## src/rtl/dsq_pkg.sv

```systemverilog
// Package for the date sorted queue: field widths, codes and the cell types.
// No dependencies; every other file of the block uses it.
package dsq_pkg;

  localparam int KEY_W = 21;
  localparam int TAG_W = 16;
  localparam int DEFAULT_CAPACITY = 16;
  localparam int COUNT_W = 5;
  localparam int STATUS_W = 2;

  localparam logic OP_INSERT = 1'b0;
  localparam logic OP_REMOVE = 1'b1;

  localparam logic [STATUS_W-1:0] ST_INSERTED = 2'd0;
  localparam logic [STATUS_W-1:0] ST_FULL = 2'd1;
  localparam logic [STATUS_W-1:0] ST_REMOVED = 2'd2;
  localparam logic [STATUS_W-1:0] ST_NOMATCH = 2'd3;

  typedef struct packed {
    logic             valid;
    logic [KEY_W-1:0] key;
    logic [TAG_W-1:0] tag;
  } cell_t;

  typedef struct packed {
    logic             ins;
    logic             rem;
    logic [KEY_W-1:0] key;
    logic [TAG_W-1:0] tag;
  } cmd_t;

endpackage

```

## src/rtl/dsq_cell.sv

```systemverilog
// One cell of the sorted row: holds a single entry and moves it on insert or remove.
// Depends on dsq_pkg.
module dsq_cell (
  input  logic          clk,
  input  logic          rst,
  input  dsq_pkg::cmd_t  cmd,
  input  dsq_pkg::cell_t left,
  input  logic          left_cond,
  input  dsq_pkg::cell_t right,
  output dsq_pkg::cell_t state,
  output logic          cond
);

  // The new key belongs at or before this cell when the cell is empty or not earlier.
  assign cond = !state.valid || (state.key >= cmd.key);

  always_ff @(posedge clk) begin
    if (rst) begin
      state.valid <= 1'b0;
    end else if (cmd.ins) begin
      if (left_cond) begin
        state <= left;
      end else if (cond) begin
        state.valid <= 1'b1;
        state.key <= cmd.key;
        state.tag <= cmd.tag;
      end
    end else if (cmd.rem) begin
      state <= right;
    end
  end

endmodule

```

## src/rtl/date_sorted_queue.sv

```systemverilog
// Top level of the date sorted queue: stream ports, head match, count and result word.
// Depends on dsq_pkg and dsq_cell.
//
// Channel  Dir  Fields (low bit up)
// s        in   tuser: operation; tdata: day, month, year, tag, zero pad to 40
// m        out  tuser: status; tdata: count, removed_tag, zero pad to 24
//
// The whole row of cells shifts in the cycle a word is accepted, so the next word can follow without a gap.
// The result word sits in an output register; a new word is accepted when it is empty or taken.
// Reset empties every cell and the count at once.
// A stalled output holds the input off until the result is taken.
module date_sorted_queue #(
  parameter int CAPACITY = dsq_pkg::DEFAULT_CAPACITY
) (
  input  logic        clk,
  input  logic        rst,
  input  logic        s_tvalid,
  output logic        s_tready,
  input  logic [39:0] s_tdata,   // day[4:0], month[8:5], year[20:9], tag[36:21]
  input  logic [0:0]  s_tuser,   // operation[0]
  output logic        m_tvalid,
  input  logic        m_tready,
  output logic [23:0] m_tdata,   // count[4:0], removed_tag[20:5]
  output logic [1:0]  m_tuser    // status[1:0]
);

  localparam int CNT_W = $clog2(CAPACITY + 1);

  dsq_pkg::cmd_t                    cmd;
  dsq_pkg::cell_t                   cells [CAPACITY];
  logic [CAPACITY-1:0]             conds;
  logic [CAPACITY-1:0]             valids;
  logic [CNT_W-1:0]                count;
  logic [dsq_pkg::STATUS_W-1:0]    status;
  logic [dsq_pkg::TAG_W-1:0]       removed_tag;
  logic                            accept;
  logic                            full;
  logic                            head_match;
  logic [dsq_pkg::KEY_W-1:0]       in_key;

  assign s_tready = !m_tvalid || m_tready;
  assign accept = s_tvalid && s_tready;
  assign in_key = s_tdata[20:0];
  assign full = (count == CNT_W'(CAPACITY));
  assign head_match = cells[0].valid && (cells[0].key == in_key);

  assign cmd.ins = accept && (s_tuser[0] == dsq_pkg::OP_INSERT) && !full;
  assign cmd.rem = accept && (s_tuser[0] == dsq_pkg::OP_REMOVE) && head_match;
  assign cmd.key = in_key;
  assign cmd.tag = s_tdata[36:21];

  for (genvar i = 0; i < CAPACITY; i++) begin : g_cell
    dsq_pkg::cell_t left;
    dsq_pkg::cell_t right;
    logic           left_cond;
    if (i == 0) begin : g_head
      assign left = '0;
      assign left_cond = 1'b0;
    end else begin : g_body
      assign left = cells[i-1];
      assign left_cond = conds[i-1];
    end
    if (i == CAPACITY - 1) begin : g_tail
      assign right = '0;
    end else begin : g_mid
      assign right = cells[i+1];
    end
    dsq_cell u_cell (
      .clk       (clk),
      .rst       (rst),
      .cmd       (cmd),
      .left      (left),
      .left_cond (left_cond),
      .right     (right),
      .state     (cells[i]),
      .cond      (conds[i])
    );
    assign valids[i] = cells[i].valid;
  end

  always_ff @(posedge clk) begin
    if (rst) begin
      count <= '0;
      m_tvalid <= 1'b0;
    end else begin
      if (accept) begin
        m_tvalid <= 1'b1;
        removed_tag <= '0;
        if (s_tuser[0] == dsq_pkg::OP_INSERT) begin
          if (full) begin
            status <= dsq_pkg::ST_FULL;
          end else begin
            status <= dsq_pkg::ST_INSERTED;
            count <= count + CNT_W'(1);
          end
        end else if (head_match) begin
          status <= dsq_pkg::ST_REMOVED;
          removed_tag <= cells[0].tag;
          count <= count - CNT_W'(1);
        end else begin
          status <= dsq_pkg::ST_NOMATCH;
        end
      end else if (m_tready) begin
        m_tvalid <= 1'b0;
      end
    end
  end

  assign m_tuser = status;
  assign m_tdata = {3'b000, removed_tag, dsq_pkg::COUNT_W'(count)};

  a_count_matches_cells: assert property (@(posedge clk) disable iff (rst)
    $countones(valids) == int'(count))
    else $error("count differs from occupied cells");

  a_cells_packed: assert property (@(posedge clk) disable iff (rst)
    ((valids >> 1) & ~valids) == '0)
    else $error("occupied cells are not packed at the head");

  a_tag_only_on_remove: assert property (@(posedge clk) disable iff (rst)
    m_tvalid && (status != dsq_pkg::ST_REMOVED) |-> removed_tag == '0)
    else $error("removed tag set without a removal");

  a_head_ordered: assert property (@(posedge clk) disable iff (rst)
    (CAPACITY > 1) && valids[CAPACITY > 1 ? 1 : 0] |-> cells[0].key <= cells[CAPACITY > 1 ? 1 : 0].key)
    else $error("head entry later than its successor");

endmodule

```

## config.mk

```make
export PLATFORM = sky130hd
export DESIGN_NAME = date_sorted_queue
export DESIGN_NICKNAME = d
export VERILOG_FILES = /design/src/rtl/dsq_pkg.sv /design/src/rtl/dsq_cell.sv /design/src/rtl/date_sorted_queue.sv
export SDC_FILE = /design/constraint.sdc
export NUM_CORES = 2
export LEC_CHECK = 0
export ABC_AREA = 0
export BUFFER_PORTS_ARGS = -buffer_cell sky130_fd_sc_hd__buf_2
export CAP_MARGIN = 10
export CORE_MARGIN = 4
export CORE_UTILIZATION = 64
export CTS_CLUSTER_DIAMETER = 40
export DETAILED_ROUTE_END_ITERATION = 12
export MAX_ROUTING_LAYER = met4
export PLACE_DENSITY = 0.91
export SLEW_MARGIN = 20
export SYNTH_ARGS = -nofsm -noshare
export SYNTH_HDL_FRONTEND = slang
export SYNTH_SLANG_ARGS = --single-unit
```

## constraint.sdc

```tcl
create_clock -name clk -period 6 [get_ports clk]
set_clock_uncertainty 0.1 [all_clocks]
set_input_delay 0.3 -clock clk [delete_from_list [all_inputs] [get_ports clk]]
set_output_delay 0.3 -clock clk [all_outputs]
set_load 0.005 [all_outputs]
```

Word level (Yosys, flattened, before mapping)
Index checks and enable logic that the tools add are counted.

Input port bits: 45. Flip-flop bits (word level): 632.

Magnitude comparators: 16. Reduce and logical (&&, ||, !) cells: 78. Add/subtract/negate cells: 2. Mux-type cells: 71. Equal/unequal tests: 20. Bitwise operators: 2.

Operators by type and width (number): two-way mux 38 bit (63); greater-or-equal comparator 21 bit (16); AND reduction 3 bit (17); inequality test 3 x 1 -> 1 bit, second input constant (15); AND reduction 2 bit (18); equality test 21 bit (1); zero test 1 bit (18); logical OR 1 bit (17); two-way mux 5 bit (3); logical AND 1 bit (6); adder 5 x 1 -> 5 bit, second input constant (1); equality test 5 bit, second input constant (1); subtractor 5 x 1 -> 5 bit, second input constant (1); two-way mux 1 bit (4); inequality test 2 x 1 -> 1 bit, second input constant (2); nonzero test 2 bit (2); two-way mux 2 bit (1); inequality test 2 bit, second input constant (1); inverter 1 bit (2).

Logic depth before layout (Yosys ltp)
Depth in word-level cells: 7. Gate-level depth with buffers: 12. Depth with buffers taken out: 9.

Cells and area by module
Synthesis repeated with hierarchy kept, for this count alone.

Cells, all modules: 4025. Area total of the unflattened synthesis: 40921.7 µm².

Modules (own cells, without submodules): dsq_cell at g_cell[0].u_cell ... (sequential area each 1131.1 µm², cells each 243, times used 11, area an instance 2458.6 µm²); dsq_cell at g_cell[5].u_cell ... (sequential area each 1131.1 µm², cells each 247, times used 5, area an instance 2507.4 µm²); date_sorted_queue (sequential area each 660.6 µm², cells each 117, times used 1, area an instance 1340.0 µm²).

Worst setup path before layout
OpenSTA, ideal clock, no wires.

Path type: input-to-reg. From: input port s_tdata[3]. To: register g_cell[0].u_cell.state[0] (netlist name), enable pin. Stages: 10. Path buffers: 1. Arrival: 4.636 ns. Path slack: 0.786 ns. Library setup time: 0.477 ns. Cells stage by stage: inv_1 > ha_1 > and3_1 > o21ai_0 > a41oi_1 > o21ai_0 > o211ai_1 > clkbuf_1 > a21oi_1 > nor3_1.

Cells in the longest elaborated chain, start to end: 5.

RTL lines: start: declaration (RTL line date_sorted_queue.sv:19) `input logic [39:0] s_tdata,`; parallel branches: the longest is 4 deep, another holds greater-or-equal comparator 21 bit; AND reduction 3 bit (no line) *; end signal: assignment (RTL line dsq_cell.sv:22) `state <= left;`; end signal: assignment (RTL line dsq_cell.sv:29) `state <= right;`; end: declaration (RTL line dsq_cell.sv:10) `output dsq_pkg::cell_t state,`.

Mark *: on every way between the ends. A chain may end at the register's enable or synchronous reset.

Final worst setup path
From: input port s_tdata[10]. To: register g_cell[6].u_cell.state[15] (netlist name), enable pin.

Cells in the longest elaborated chain, start to end: 5.

RTL lines (RTL line): parallel branches: the longest is 4 deep, another holds greater-or-equal comparator 21 bit; AND reduction 3 bit (no line) *; end signal: assignment (dsq_cell.sv:22); end signal: assignment (dsq_cell.sv:29); end: declaration (dsq_cell.sv:10).

Marked as above.

==> impl_metrics.toml <==
[route]
drt_iter0_markers = 4262
drt_pre_antenna_iters = 6
vias = 30600
met2WireLength_um = 52700
top_layer_used = "met4"
routed_wl_um = 110000
wl_met3_um = 11300
ant_nets = 0
wl_met1_um = 39400
viasPerCell = 6.80
drt-wirelength-per-cell_um = 24.5
drc = 0

[outcome]
status = "complete, no violations"

[timing]
hold_viol = 0
rsz0062_at_grt = "false"
finalMaxSlewViolations = 0
fmax_mhz = 226
slew-limit-headroom_pct = 24.8
min_period_over_period_pct = 73.8
fin_setup_tns_ps = 0
worst_slew_pin_slew_ps = 1130
final.min_clock_period_ps = 4430
setup_violations = 0

[pwr]
internal_power_mw = 8.77
ir_worst_vdd_mv = 0.332
comb_power_share_pct = 11.4
p_leak_nw = 17.4
switchingPower_mw = 3.26
p_per_area_nw_per_um2 = 281
clkPwrFrac_pct = 45.8
swShare_pct = 27.1
share_seq_of_total_power_pct = 42.8

[die]
dieWidth_um = 253
top_level_ports = 73
die_y_um = 253
floorplan.initialDensity_pct = 64.9
die_area_sq_um = 64000
num_rows = 89
core-area_sq_um = 59200

[clock_network]
cts_max_level = 3
cts_tree = "yes"
clkTransAtPathRegs_ps = 60
clk_latency_ps = 680
cts_setup_buffers = 0
cts_root_buf = "clkbuf_16"
ctsLongestPathBuffers = 3
clock_sinks = 632
numCtsBuffers = 89

[logic_synthesis]
syn_avg_cell_area_sq_um = 10.5
synth_seq_cells = 632
synthArstFlopShare_pct = 0
yosys_warnings = 0
synth_edf_count = 610
syn_area_sq_um = 38400
ys.flop_type = "edfxtp_1"
seq_area_frac_synth_pct = 48.8
synthCells = 3656
synthDistinctLibCells = 67

[worst_setup_path]
crit_type = "in -> reg"
slowest_delay_ps = 710
path_max_fanout = 38
path_cells = "buf_2 -> inv_1 -> ha_1 -> a21o_1 -> a21o_1 -> a2111oi_0 -> o21ai_0 -> a41o_2 -> buf_4 -> nor2_1 -> a21oi_4 -> buf_12"
critPathTopFamily = "compound AO/OA/AOI/OAI gates"
crit_required_ps = 6290
path_common_cell = "a21o_1"
crit_buf_inv = 4
cp.arrival_ps = 4720
worst_path_max_delay_cell = "a2111oi_0"
critPathCaptureType = "flip-flop"
start_kind = "input pin"

[grt]
grt_first_pass_wirelength_um = 170000
grt_pass1_vias = 30600
gr-total-overflow = 0
grt_max_degree = 309
antenna_found_initial = 8
grt_usage_pct = 34.8

[finish]
syn2layout_area_growth_pct = 11.3
seqCellArea_sq_um = 18800
fill_cells = 3618
final_common_cell = "nand2_1"
multi_input_area_sq_um = 18700
final_nets = 4034
postLayoutCoreUtil_pct = 72.2
drive_gt1_share_pct = 8.83
mostFrequentLayoutCells = "nand2_1 (642), edfxtp_1 (610), o21ai_0 (524), mux2i_1 (481), ha_1 (339)"

[placed_design]
place.gp.congestion = 0.932
io_buffers = 66
hpwl_um = 69500

[flow_run]
cap_violations = 0

[min_path]
worstHoldPathType = "in -> reg"
[Yosys cell counts, drive strengths merged, types with 21 or more instances]
cell type	number	area, sq um
nand2	643	2410
edfxtp	610	18300
o21ai	545	2730
mux2i	481	4810
ha	339	4240
a21oi	168	848
nor2	162	608
clkbuf	131	492
buf	117	636
nand3	64	320
inv	50	188
a21o	44	330
o211ai	39	293
nand4	29	181
dfxtp	22	440
nand2b	22	138
a211oi	21	163
[worst paths after layout]
kind	startpoint	to	slack, ps	depth (start not counted)
max	s_tdata[10]	g_cell[6].u_cell.state[15]	1570	12
max reg2reg	g_cell[6].u_cell.state[26]	g_cell[6].u_cell.state[15]	1620	10
min	s_tdata[29]	g_cell[0].u_cell.state[8]	90	3
min reg2reg	count[2]	count[2]	400	2
[area by class of cell]
| class | count | area share [%] |
|---|---|---|
| Tap cell | 773 | 2.26 |
| Inverter | 50 | 0.439 |
| Multi-Input combinational cell | 2728 | 43.7 |
| Clock buffer | 98 | 5.29 |
| Clock inverter | 68 | 1.91 |
| Antenna cell | 9 | 0.0527 |
| Sequential cell | 632 | 43.9 |
| Timing Repair Buffer | 148 | 2.50 |
[cell families (layout without fill, tap and decap cells)]
group	count (synthesis)	after routing	share of synthesized area, %
flip-flops	632	632	48.8
buffers and inverters	298	364	3.42
other	1	12	0.00976
AND/OR/NAND/NOR	1002	1002	10.9
adder cells (fa/ha/maj)	340	340	11.1
XOR/XNOR	4	4	0.0912
multiplexers	482	482	12.6
AO/OA/AOI/OAI	897	897	13.1
[stage by stage]
step                instance area (sq um)  std cells  hold slack [ps]  power [mW]  worst slack [ps]
floorplan                           38400       3658              299        6.11               786
global placement                    39600       4327              388        6.45              1190
detailed placement                  39600       4327              391        6.53              1080
CTS                                 42700       4497             62.2        12.0              1600
global route                        42800       4505              101        12.4              1590
finish                              42800       4506             94.6        12.0              1570
[power by group through the flow]
| stage | registers, mW | clock network (mW) | logic [mW] |
|---|---|---|---|
| floorplan | 5.20 | 0 | 0.910 |
| global placement | 5.23 | 0 | 1.22 |
| detailed placement | 5.24 | 0 | 1.29 |
| CTS | 5.15 | 5.50 | 1.33 |
| global route | 5.17 | 5.71 | 1.49 |
| finish | 5.16 | 5.51 | 1.37 |
[timing repair]
| item | in CTS | in global routing |
|---|---|---|
| hold buffers | 4 | 0 |
| hold endpoints to repair | 7 | 0 |
| resized for setup | 0 | 0 |
[tightest hold or removal path, stage by stage]
cell	delay (ps)
buf_2	200
nand2_1	140
nand2_1	70
[routing by layer]
metal  vias up  GRT usage [%]
met3       500           6.31
met4         0           19.0
met1     14500           42.6
li1      13500              -
met2      2096           55.1
met5         -              -
[flip-flops by register name, indices dropped and copies added, names as in the netlist]
name	flops
count	5
g_cell.u_cell.state	608
m_tuser	2
m_tvalid	1
removed_tag	16
No activity file was read; power rests on OpenSTA's default activity.
